**src/sitda_pkg.sv**
```systemverilog
// sitda_pkg: shared types and constants for the signed integer to decimal ASCII block.
// Used by every module under src; depends on nothing.
`timescale 1ns / 1ps

package sitda_pkg;

    localparam int VALUE_W  = 32;
    localparam int DIGITS   = 10;
    localparam int CHAR_W   = 6;
    localparam int DIGIT_W  = 4;
    localparam int BCD_W    = DIGITS * DIGIT_W;
    localparam int SHIFT_W  = $clog2(VALUE_W);
    localparam int IDX_W    = $clog2(DIGITS);

    localparam logic [CHAR_W-1:0] CHAR_ZERO  = 6'd48;
    localparam logic [CHAR_W-1:0] CHAR_MINUS = 6'd45;

    // One classified number: sign flag and unsigned magnitude.
    typedef struct packed {
        logic               neg;
        logic [VALUE_W-1:0] mag;
    } item_t;

    // Queue status seen by its neighbors.
    typedef struct packed {
        logic full;
        logic empty;
    } fifo_stat_t;

endpackage

```
**src/sitda_front.sv**
```systemverilog
// sitda_front: input stage; registers one beat and splits it into sign and magnitude.
// Depends on sitda_pkg.
`timescale 1ns / 1ps

module sitda_front
(
    input  logic                         clk,
    input  logic                         rst_n,
    input  logic                         in_valid,
    output logic                         in_stall,
    input  logic signed [31:0]           value,
    input  sitda_pkg::fifo_stat_t        fifo_stat,
    output logic                         push,
    output sitda_pkg::item_t             push_item
);
    import sitda_pkg::*;

    logic  valid_reg;
    item_t item_reg;
    item_t item_next;
    logic  accept;

    // Two's complement magnitude; the most negative value comes out as 2^31 unsigned.
    always_comb
    begin
        item_next.neg = value[VALUE_W-1];
        item_next.mag = value[VALUE_W-1] ? (~value + 32'd1) : value;
    end

    assign push      = valid_reg && !fifo_stat.full;
    assign in_stall  = valid_reg && fifo_stat.full;
    assign accept    = in_valid && !in_stall;
    assign push_item = item_reg;

    always_ff @(posedge clk or negedge rst_n)
    begin
        if (!rst_n)
        begin
            valid_reg <= 1'b0;
        end
        else if (accept)
        begin
            valid_reg <= 1'b1;
        end
        else if (push)
        begin
            valid_reg <= 1'b0;
        end
    end

    always_ff @(posedge clk)
    begin
        if (accept)
        begin
            item_reg <= item_next;
        end
    end

endmodule

```
**src/sitda_fifo.sv**
```systemverilog
// sitda_fifo: two-entry queue of classified numbers between front and back.
// Depends on sitda_pkg.
`timescale 1ns / 1ps

module sitda_fifo
(
    input  logic                  clk,
    input  logic                  rst_n,
    input  logic                  push,
    input  sitda_pkg::item_t      push_item,
    input  logic                  pop,
    output sitda_pkg::item_t      head_item,
    output sitda_pkg::fifo_stat_t stat
);
    import sitda_pkg::*;

    item_t      mem [2];
    logic       wr_ptr_reg;
    logic       rd_ptr_reg;
    logic [1:0] count_reg;

    assign stat.full  = (count_reg == 2'd2);
    assign stat.empty = (count_reg == 2'd0);
    assign head_item  = mem[rd_ptr_reg];

    always_ff @(posedge clk or negedge rst_n)
    begin
        if (!rst_n)
        begin
            wr_ptr_reg <= 1'b0;
            rd_ptr_reg <= 1'b0;
            count_reg  <= 2'd0;
        end
        else
        begin
            if (push)
            begin
                wr_ptr_reg <= !wr_ptr_reg;
            end
            if (pop)
            begin
                rd_ptr_reg <= !rd_ptr_reg;
            end
            if (push && !pop)
            begin
                count_reg <= count_reg + 2'd1;
            end
            else if (pop && !push)
            begin
                count_reg <= count_reg - 2'd1;
            end
        end
    end

    always_ff @(posedge clk)
    begin
        if (push)
        begin
            mem[wr_ptr_reg] <= push_item;
        end
    end

endmodule

```
**src/sitda_back.sv**
```systemverilog
// sitda_back: bit-serial double-dabble converter and character emitter.
// Depends on sitda_pkg; takes items from sitda_fifo.
`timescale 1ns / 1ps

module sitda_back
(
    input  logic                         clk,
    input  logic                         rst_n,
    input  sitda_pkg::fifo_stat_t        fifo_stat,
    input  sitda_pkg::item_t             head_item,
    output logic                         pop,
    output logic                         out_valid,
    input  logic                         out_stall,
    output logic [sitda_pkg::CHAR_W-1:0] character,
    output logic                         last_char
);
    import sitda_pkg::*;

    typedef enum logic [1:0] {
        ST_IDLE,
        ST_CONV,
        ST_SCAN,
        ST_EMIT
    } state_t;

    state_t                        state_reg;
    logic [VALUE_W-1:0]            mag_reg;
    logic [DIGITS-1:0][DIGIT_W-1:0] bcd_reg;
    logic [DIGITS-1:0][DIGIT_W-1:0] bcd_adj;
    logic [SHIFT_W-1:0]            shift_cnt_reg;
    logic                          minus_reg;
    logic [IDX_W-1:0]              idx_reg;
    logic [IDX_W-1:0]              top_idx;
    logic                          out_valid_reg;
    logic [CHAR_W-1:0]             char_reg;
    logic                          last_reg;
    logic                          out_free;
    logic                          emit_now;
    logic [DIGIT_W-1:0]            cur_digit;

    // Add 3 to every digit of 5 or more before each shift.
    always_comb
    begin
        for (int i = 0; i < DIGITS; i++)
        begin
            bcd_adj[i] = (bcd_reg[i] >= 4'd5) ? (bcd_reg[i] + 4'd3) : bcd_reg[i];
        end
    end

    // Highest nonzero digit; zero keeps index 0 so a lone '0' goes out.
    always_comb
    begin
        top_idx = '0;
        for (int i = 0; i < DIGITS; i++)
        begin
            if (bcd_reg[i] != 4'd0)
            begin
                top_idx = IDX_W'(i);
            end
        end
    end

    assign pop       = (state_reg == ST_IDLE) && !fifo_stat.empty;
    assign out_free  = !out_valid_reg || !out_stall;
    assign emit_now  = (state_reg == ST_EMIT) && out_free;
    assign cur_digit = bcd_reg[idx_reg];

    assign out_valid = out_valid_reg;
    assign character = char_reg;
    assign last_char = last_reg;

    always_ff @(posedge clk or negedge rst_n)
    begin
        if (!rst_n)
        begin
            state_reg     <= ST_IDLE;
            mag_reg       <= '0;
            bcd_reg       <= '0;
            shift_cnt_reg <= '0;
            minus_reg     <= 1'b0;
            idx_reg       <= '0;
            out_valid_reg <= 1'b0;
            char_reg      <= '0;
            last_reg      <= 1'b0;
        end
        else
        begin
            // Drop the output beat once taken, unless a new one replaces it.
            if (!emit_now && !out_stall)
            begin
                out_valid_reg <= 1'b0;
            end

            unique case (state_reg)
                ST_IDLE:
                begin
                    if (pop)
                    begin
                        mag_reg       <= head_item.mag;
                        minus_reg     <= head_item.neg;
                        bcd_reg       <= '0;
                        shift_cnt_reg <= SHIFT_W'(VALUE_W - 1);
                        state_reg     <= ST_CONV;
                    end
                end
                ST_CONV:
                begin
                    {bcd_reg, mag_reg} <= {bcd_adj[DIGITS-1:0], mag_reg} << 1;
                    shift_cnt_reg      <= shift_cnt_reg - 1'b1;
                    if (shift_cnt_reg == '0)
                    begin
                        state_reg <= ST_SCAN;
                    end
                end
                ST_SCAN:
                begin
                    idx_reg   <= top_idx;
                    state_reg <= ST_EMIT;
                end
                ST_EMIT:
                begin
                    if (emit_now)
                    begin
                        out_valid_reg <= 1'b1;
                        if (minus_reg)
                        begin
                            char_reg  <= CHAR_MINUS;
                            last_reg  <= 1'b0;
                            minus_reg <= 1'b0;
                        end
                        else
                        begin
                            char_reg <= CHAR_ZERO + {2'b00, cur_digit};
                            last_reg <= (idx_reg == '0);
                            if (idx_reg == '0)
                            begin
                                state_reg <= ST_IDLE;
                            end
                            else
                            begin
                                idx_reg <= idx_reg - 1'b1;
                            end
                        end
                    end
                end
                default:
                begin
                    state_reg <= ST_IDLE;
                end
            endcase
        end
    end

endmodule

```
**src/signed_int_to_decimal_ascii.sv**
```systemverilog
// signed_int_to_decimal_ascii: top level; signed 32-bit integer to decimal ASCII text.
// Depends on sitda_pkg, sitda_front, sitda_fifo and sitda_back.
`timescale 1ns / 1ps

// Each input beat carries one signed 32-bit value; the block returns its decimal text
// as one output beat per character, most significant first: a '-' for negative values,
// then the digits with no leading zeros ('0' alone for zero). last_char marks the final
// character of each number. The most negative value gives "-2147483648". The front
// stage registers a beat and forms sign and magnitude, a two-entry queue holds up to two
// more numbers, and the back converts one number at a time with a bit-serial
// double-dabble shifter of 32 steps, a scan state to find the leading digit, then one
// character per cycle while the output is not stalled. Input beats keep being taken
// while the back works, until the queue and the front register are full; output stall
// holds the character output (and the back in its emit state) without losing data.
module signed_int_to_decimal_ascii
(
    input  logic                         clk,
    input  logic                         rst_n,
    input  logic                         in_valid,
    output logic                         in_stall,
    input  logic signed [31:0]           value,
    output logic                         out_valid,
    input  logic                         out_stall,
    output logic [sitda_pkg::CHAR_W-1:0] character,
    output logic                         last_char
);
    import sitda_pkg::*;

    logic       push;
    logic       pop;
    item_t      push_item;
    item_t      head_item;
    fifo_stat_t fifo_stat;

    // Front: hold one beat, classify sign, form magnitude.
    sitda_front u_front
    (
        .clk       (clk),
        .rst_n     (rst_n),
        .in_valid  (in_valid),
        .in_stall  (in_stall),
        .value     (value),
        .fifo_stat (fifo_stat),
        .push      (push),
        .push_item (push_item)
    );

    // Queue: decouple input acceptance from the slow conversion.
    sitda_fifo u_fifo
    (
        .clk       (clk),
        .rst_n     (rst_n),
        .push      (push),
        .push_item (push_item),
        .pop       (pop),
        .head_item (head_item),
        .stat      (fifo_stat)
    );

    // Back: convert to BCD and stream characters out.
    sitda_back u_back
    (
        .clk       (clk),
        .rst_n     (rst_n),
        .fifo_stat (fifo_stat),
        .head_item (head_item),
        .pop       (pop),
        .out_valid (out_valid),
        .out_stall (out_stall),
        .character (character),
        .last_char (last_char)
    );

endmodule

```
**config.mk**
```make
export PLATFORM = sky130hd
export DESIGN_NAME = signed_int_to_decimal_ascii
export DESIGN_NICKNAME = d
export VERILOG_FILES = /design/src/sitda_pkg.sv /design/src/sitda_front.sv /design/src/sitda_fifo.sv /design/src/sitda_back.sv /design/src/signed_int_to_decimal_ascii.sv
export SDC_FILE = /design/constraint.sdc
export NUM_CORES = 1
export LEC_CHECK = 0
export ABC_CLOCK_PERIOD_IN_PS = 3200
export BUFFER_PORTS_ARGS = -buffer_cell sky130_fd_sc_hd__buf_4
export CORE_ASPECT_RATIO = 1.4
export CORE_MARGIN = 8
export CORE_UTILIZATION = 30
export DETAILED_ROUTE_END_ITERATION = 7
export GPL_ROUTABILITY_DRIVEN = 0
export PLACE_DENSITY = 0.54
export REMOVE_ABC_BUFFERS = 1
export SLEW_MARGIN = 25
export SYNTH_ARGS = -nofsm -noshare
export SYNTH_HDL_FRONTEND = slang
export SYNTH_SLANG_ARGS = --single-unit
```
**constraint.sdc**
```tcl
create_clock -name clk -period 3.2 [get_ports clk]
set_clock_uncertainty 0.15 [all_clocks]
set_input_delay 0.16 -clock clk [delete_from_list [all_inputs] [get_ports clk]]
set_output_delay 0.16 -clock clk [all_outputs]
set_load 0.02 [all_outputs]
```
; Word-level counts from Yosys, hierarchy flattened
; Memory sizes are Yosys's and may differ from the RTL's.
; Index checks and enable logic that the tools add are counted.
[classes]
n_mul = 0
mux = 52
n_eq_ne = 10
addsub = 16
reduce_logical = 42
shift = 0
bitwise = 1
n_lt_le_gt_ge = 11
div = 0
[op_table]
columns = operator, n
row1 = one-hot mux 40 bit (2 select lines), 1
row2 = one-hot mux 32 bit (2 select lines), 1
row3 = 2-to-1 mux 4 bit, 15
row4 = greater-or-equal comparator 4 x 3 -> 1 bit (second input constant), 10
row5 = 2-to-1 mux 40 bit, 1
row6 = adder 4 x 2 -> 4 bit (second input constant), 9
row7 = nonzero test 4 bit, 9
row8 = adder 32 x 1 -> 32 bit (second input constant), 1
row9 = 2-to-1 mux 32 bit, 1
row10 = NOT 32 bit, 1
row11 = 2-to-1 mux 31 bit, 1
row12 = 2-to-1 mux 2 bit, 9
row13 = binary-select mux 4 bit (select 4 bit), 1
row14 = 2-to-1 mux 3 bit, 5
row15 = 2-to-1 mux 1 bit, 11
row16 = zero test 1 bit, 10
row17 = one-hot mux 5 bit (2 select lines), 1
row18 = nonzero test 2 bit, 5
row19 = logical AND 1 bit, 8
row20 = != test 2 bit (second input constant), 4
row21 = one-hot mux 2 bit (4 select lines), 1
row22 = one-hot mux 4 bit (2 select lines), 1
row23 = adder 5 x 5 -> 6 bit (first input constant), 1
row24 = equality test 2 bit (second input constant), 3
row25 = other kinds (19), 22
[totals]
rom_bits = 0
memories = 1
latchBits = 0
reg_bits = 130
inputBits = 36
ramBits = 66
word_cells = 158
[memory_table]
columns = memory, words, width, rd, rd_ports_with_merged_regs, wr, line
row1 = u_fifo.mem, 2, 33, 1, 0, 1, sitda_fifo.sv:17  ; item_t mem [2];

; Longest topological paths before layout
; Gate-level depths: netlist of run 1.
[logic_depth]
depth_word = 11
mapped_depth = 9
mapped_depth_nobuf = 7

; By module
; A second synthesis of run 1 with hierarchy kept.
[unflattened]
cells_unflattened = 770
hier_area_um2 = 9773.1
[by_module_without_submodules]
columns = mod, area_per_inst_um2, n_inst, cells_each, seq_area_each_um2
row1 = sitda_back, 5242.5, 1, 516, 2302.2
row2 = sitda_fifo, 2720.1, 1, 119, 2082.0
row3 = sitda_front, 1810.5, 1, 135, 1016.0

; Least setup slack after synthesis of run 1
; Ideal clock, no wire load.
[synth_timing]
kind = register to register
startpoint = reg u_fifo.count_reg[0]
endpoint = mem u_fifo.mem[0][0] (netlist bit) (enable)
path_stages_with_launch = 4
setup_time_ps = 423
n_path_buf = 0
t_arrival_ps = 2040
setup_slack_ps = 587
required_time_ps = 2627
cell_sequence = dfrtp_1 -> nand2b_1 -> nand2_1 -> nor2_1
[synth_between]
elab_chain_len = 5
[synth_rtl]
columns = element, line
row1 = "start, declared", sitda_fifo.sv:20  ; logic [1:0] count_reg;
row2 = "start signal, assigned", sitda_fifo.sv:46  ; count_reg <= count_reg + 2'd1;
row3 = "start signal, assigned", sitda_fifo.sv:50  ; count_reg <= count_reg - 2'd1;
row4 = equality test 2 bit, sitda_fifo.sv:22  ; assign stat.full = (count_reg == 2'd2);
row5 = zero test 1 bit, sitda_front.sv:30  ; assign push = valid_reg && !fifo_stat.full;
row6 = logical AND 1 bit, sitda_front.sv:30
row7 = 2-to-1 mux 1 bit, sitda_fifo.sv:57  ; if (push)
row8 = 2-to-1 mux 1 bit (not written as such), sitda_fifo.sv:59  ; mem[wr_ptr_reg] <= push_item;
row9 = "end, declared", sitda_fifo.sv:17
; Every way passes these cells.

==> flow_summary_export.csv, run 1 <==
group,metric,value,unit
worst_setup_path,ff2ff_path_depth,6,
synth,netlist_area,9500,um2
layout,diodes,0,
route,wl,19.2,mm
placement,placed_area,10300,um2
layout,final_common_cell,"edfxtp_1",
floorplan,die_area,37700,um2
clock_network,clk_latency,440,ps
synth,yosysWarnings,0,
timing,period_needed,2850,ps
floorplan,fp-row-count,77,
floorplan,chipHeight,227,um
synth,ys_seq_elements,196,
worst_setup_path,r2r_end,"u_back.mag_reg[25]$_DFFE_PN0P_",
synth,synth-edff-count,99,
layout,drive_gt1_share,13.8,%
min_path,hold_path_class,"in -> async",
synth,yosys_most_used_dff,"edfxtp_1",
worst_setup_path,path_max_fanout,7,
route,drt_pass1_iterations,4,
worst_setup_path,worstSetupPathType,"in -> reg",
synth,yosysSeqAreaShare,56.9,%
clock_network,cts_max_level,4,
worst_setup_path,cp-start-kind,"primary input",
layout,nets,980,
placement,dp_hpwl,13.2,mm
worst_setup_path,rrSetupSlack,720,ps
worst_setup_path,worstReg2RegStart,"u_back.state_reg[0]$_DFFE_PN0P_",
placement,portBuffers,44,
layout,mostFrequentLayoutCells,"edfxtp_1 (99), dfrtp_1 (96), nand2_1 (91)",
timing,rsz0062_at_grt,"no",
layout,largest_register_ffs,66,
placement,place_inst,1242,
worst_setup_path,cp-end-kind,"flop",
pwr,p_leak,4.38,nW
timing,fmax,351,MHz
grt,overflow,0,
floorplan,die_w,166,um
timing,worstMarginPinSlew,806,ps
layout,stdcell_count,1322,
flow_run,drv_cap,0,
clock_network,cts.sink_count,196,
clock_network,clockBufferDepth,2,
outcome,outcome,"completed",
synth,synthCells,825,
grt,track_usage,10.7,%
route,vias,6300,
route,wire_per_inst,14.5,um
worst_setup_path,worstPathCellList,"dlygate4sd3_1 -> buf_4 -> nor3_1 -> nand4_1 -> o41ai_1 -> xnor2_1 -> dlygate4sd3_1",
pwr,power,8.80,mW
placement,dp_slack,713,ps
floorplan,core,31400,um2
route,drt-vias-per-instance,4.77,
worst_setup_path,cp_common_cell,"dlygate4sd3_1",
timing,setup_viol,0,
worst_setup_path,worstSetupStartpoint,"value[15]",
worst_setup_path,cp.arrival,2890,ps
timing,slew_headroom,46.3,%
grt,antenna_found_initial,0,
clock_network,clk_pin_slew,70,ps
timing,finalHoldViolCount,0,
timing,finalCritPeriodShare,89.0,%
floorplan,io_pins,45,
synth,avgSynthCellArea,11.5,um2
layout,syn2layout_area_growth,19.8,%
worst_setup_path,critPathSlowestCell,"dlygate4sd3_1",
grt,grt_pass1_vias,6564,
layout,utilization,36.2,%
clock_network,cts_made_buffers,17,
timing,fin_setup_tns,0,ps
floorplan,start_util,30.2,%
worst_setup_path,critical_path.max_stage_delay,560,ps
route,drc,0,
route,drt-initial-drc-count,272,
grt,grt_max_degree,46,
layout,fin_area,11400,um2
clock_network,cts_tree,"built",
timing,fin_ws,351,ps
pwr,power_density,773,nW/um2
grt,grt_pass1_wl,32.8,mm
clock_network,cts_root_buf,"clkbuf_16",
worst_setup_path,critPathRequiredTime,3240,ps
route,ant_nets,0,
synth,synth_cell_types,56,
synth,ys_async_sr_fraction,49.5,%
pwr,vdd_ir_drop_max,0.428,mV
timing,whs,113,ps
timing,drv_slew,0,
## worst max-delay path: cells and delay by family
kind	cells	cell delay (ps)
simple gates	2	860
buf+inv	3	1230
compound gates	1	530
xor+xnor	1	110
## synthesized netlist by cell type (all sizes together), types with 15 or more instances
cell type | number | share of area, %
mux2i | 42 | 4.4
nand2b | 25 | 1.6
clkbuf | 25 | 0.99
nor2 | 42 | 1.7
o31ai | 18 | 1.4
nand2 | 92 | 3.6
edfxtp | 99 | 31
o21ai | 78 | 4.1
xnor2 | 42 | 3.9
inv | 37 | 1.5
ha | 29 | 3.8
a21oi | 52 | 2.7
nor3b | 15 | 1.2
dfrtp | 97 | 26
## worst max-delay path by stage
stage / end / slack [ps] / cells after the start
2_1_floorplan: u_back.bcd_reg[0]$_DFFE_PN0P_ / -1180 / 5
3_3_place_gp: u_back.mag_reg[29]$_DFFE_PN0P_ / 790 / 6
3_5_place_dp: u_back.mag_reg[24]$_DFFE_PN0P_ / 710 / 6
4_1_cts: u_front.push_item[30]$_DFFE_PP_ / 380 / 7
5_1_grt: u_front.push_item[30]$_DFFE_PP_ / 170 / 7
6_report: u_front.push_item[30]$_DFFE_PP_ / 350 / 7
## final cells by class
type	count	area [um2]
sequential	196	5400
fill	3117	20000
multi-input combinational	552	3800
timing repair buffer	110	973
clock inverter	14	140
clock buffer	17	425
inverter	38	143
tap	395	494
## report_power, final
group / total [mW] / internal, mW / leakage (nW) / switching, mW
clock network: 2.08 / 1.09 / 0.276 / 0.982
registers: 3.89 / 3.45 / 2.18 / 0.440
logic: 2.83 / 1.13 / 1.92 / 1.70
total: 8.80 / 5.67 / 4.38 / 3.12
## cells by family (layout without fill, tap and decap cells)
logic type,count (synthesis),in the layout,share of synthesized area [%]
buffers and inverters,77,179,3.22
DFF,196,196,56.9
and+or+nand+nor,214,214,11.3
AOI/OAI and AO/OA,200,200,12.8
muxes,61,61,7.63
adders and majority gates,29,29,3.82
xor gates and xnor gates,48,48,4.43
## timing repair
action	in CTS	in global routing
hold endpoints to repair	113	0
resized for setup	0	0
setup buffers	0	0
hold buffers	49	0
## per-layer routing
layer | vias to the layer above | GRT usage [%] | share of wire [%]
met5 | - | 0 | 0
met4 | 0 | 5.07 | 2.6
met3 | 27 | 2.16 | 2.0
met2 | 65 | 20.4 | 54
met1 | 3058 | 11.2 | 42
li1 | 3150 | - | -
Note: power is estimated with default switching activity, not from simulation.
==> run 2, diff against run 1 <==
--- a/config.mk
+++ b/config.mk
@@ -6,13 +6,13 @@
 export NUM_CORES = 1
 export LEC_CHECK = 0
 export ABC_CLOCK_PERIOD_IN_PS = 3200
-export BUFFER_PORTS_ARGS = -buffer_cell sky130_fd_sc_hd__buf_4
 export CORE_ASPECT_RATIO = 1.4
 export CORE_MARGIN = 8
 export CORE_UTILIZATION = 30
 export DETAILED_ROUTE_END_ITERATION = 7
+export DONT_BUFFER_PORTS = 1
 export GPL_ROUTABILITY_DRIVEN = 0
-export PLACE_DENSITY = 0.54
+export PLACE_DENSITY = 0.53
 export REMOVE_ABC_BUFFERS = 1
 export SLEW_MARGIN = 25
 export SYNTH_ARGS = -nofsm -noshare
==> flow_summary_export.csv, run 2 (synthesized netlist as in run 1, its figures left out) <==
group,metric,value,unit
floorplan,io_pins,45,
layout,drive_gt1_share,9.14,%
floorplan,fp-row-count,77,
layout,fillers,3144,
grt,grt_pass1_wl,33.1,mm
clock_network,cts_resized,0,
flow_run,drv_cap,0,
placement,dp_slack,723,ps
timing,rsz0062_at_grt,"no",
route,drt_pass1_iterations,5,
grt,track_usage,11.0,%
worst_setup_path,critPathSlowestCell,"dlygate4sd3_1",
worst_setup_path,cp-start-kind,"primary input",
clock_network,cts_root_buf,"clkbuf_16",
grt,grt_max_degree,98,
worst_setup_path,critPathRequiredTime,3250,ps
timing,setup_viol,0,
layout,mostFrequentLayoutCells,"edfxtp_1 (99), dfrtp_1 (96), nand2_1 (91)",
pwr,power_density,795,nW/um2
clock_network,clk_pin_slew,70,ps
pwr,vdd_ir_drop_max,0.514,mV
grt,grt_pass1_vias,6522,
timing,slew_headroom,56.3,%
grt,antenna_found_initial,0,
layout,diodes,0,
worst_setup_path,worstSetupPathType,"in -> reg",
route,wl,19.8,mm
timing,fin_ws,350,ps
route,ant_nets,0,
placement,portBuffers,0,
timing,fin_setup_tns,0,ps
layout,nets,938,
clock_network,clk_latency,440,ps
timing,finalHoldViolCount,0,
clock_network,cts_max_level,4,
route,drt-initial-drc-count,329,
timing,fmax,351,MHz
clock_network,ctsHoldBuffers,58,
worst_setup_path,worstPathCellList,"dlygate4sd3_1 -> nor3_1 -> nand4_1 -> o41ai_1 -> xnor2_1 -> dlygate4sd3_1",
timing,drv_slew,0,
floorplan,die_w,166,um
worst_setup_path,cp_common_cell,"dlygate4sd3_1",
route,wire_per_inst,15.5,um
grt,overflow,0,
timing,worstMarginPinSlew,654,ps
floorplan,start_util,30.2,%
floorplan,core,31400,um2
placement,dp_hpwl,13.1,mm
min_path,hold_path_class,"in -> reg",
clock_network,cts_made_buffers,17,
worst_setup_path,cp-end-kind,"flop",
route,drt-vias-per-instance,4.83,
outcome,outcome,"completed",
clock_network,cts.sink_count,196,
clock_network,clockBufferDepth,2,
route,drc,0,
worst_setup_path,cp.arrival,2900,ps
layout,syn2layout_area_growth,17.5,%
worst_setup_path,path_max_fanout,7,
timing,period_needed,2850,ps
clock_network,cts_tree,"built",
layout,final_common_cell,"edfxtp_1",
route,vias,6183,
clock_network,cts_setup_buffers,0,
timing,finalCritPeriodShare,89.0,%
floorplan,die_area,37700,um2
floorplan,chipHeight,227,um
pwr,p_leak,4.21,nW
layout,largest_register_ffs,66,
worst_setup_path,critical_path.max_stage_delay,580,ps
## run 2: cell count changes in the layout (fill, tap and decap cells not counted), sizes merged
cell,delta
buf,-49
bufinv,+2
inv,-3
clkinvlp,+1
dlygate4sd3,+7
clkinv,+1
## run 2: path summary, 6_finish.rpt
kind | slack, ps | cells past startpoint | endpoint | start
setup / recovery | 350 | 6 | u_front.push_item[30]$_DFFE_PP_ | value[15]
hold / removal | 80 | 3 | u_front.push_item[16]$_DFFE_PP_ | value[12]
setup reg to reg | 710 | 7 | u_back.mag_reg[24]$_DFFE_PN0P_ | u_back.state_reg[0]$_DFFE_PN0P_
hold reg to reg | 290 | 0 | u_fifo.mem[0][32]$_DFFE_PP_ | u_front.push_item[32]$_DFFE_PP_
max in group asynchronous | 2250 | 2 | u_fifo.rd_ptr_reg$_DFFE_PN0P_ | rst_n
min in group asynchronous | 120 | 2 | u_back.mag_reg[23]$_DFFE_PN0P_ | rst_n
## run 2: worst max-delay path: cells and delay by family
kind | cells | cell delay, ps
buffers and inverters | 2 | 1130
AO/OA/AOI/OAI | 1 | 580
XOR/XNOR | 1 | 100
AND/OR/NAND/NOR | 2 | 910
## run 2: per-layer routing
| metal | vias up | global-route usage [%] | part of all wire (%) |
|---|---|---|---|
| met4 | 0 | 5.59 | 2.4 |
| met5 | - | 0 | 0 |
| met2 | 74 | 21.0 | 54 |
| met1 | 3019 | 11.5 | 41 |
| li1 | 3067 | - | - |
| met3 | 23 | 1.76 | 2.4 |
## run 2: per-stage QoR
stage	std cells	instance area, um2	hold slack, ps	total power [mW]	util [%]
floorplan	786	9330	-286	5.78	-
global placement	1191	9930	-277	6.54	31.6
detailed placement	1191	9930	-279	6.62	31.6
CTS	1281	11200	36.7	9.03	35.5
global route	1281	11200	61.3	9.49	35.5
finish	1281	11200	83.0	8.87	35.5
## run 2: layout make-up
| type | instances | area, um2 | area share (%) |
|---|---|---|---|
| Clock buffer | 17 | 425 | 3.81 |
| Clock inverter | 15 | 196 | 1.76 |
| Inverter | 38 | 143 | 1.28 |
| Multi-Input combinational cell | 552 | 3800 | 34.1 |
| Sequential cell | 196 | 5400 | 48.4 |
| Tap cell | 395 | 494 | 4.43 |
| Timing Repair Buffer | 68 | 696 | 6.23 |
## run 2: where the power goes
part / switching (mW) / internal [mW] / leakage (nW)
Clock: 1.00 / 1.26 / 0.300
Sequential: 0.520 / 3.45 / 2.18
Combinational: 1.61 / 1.03 / 1.73
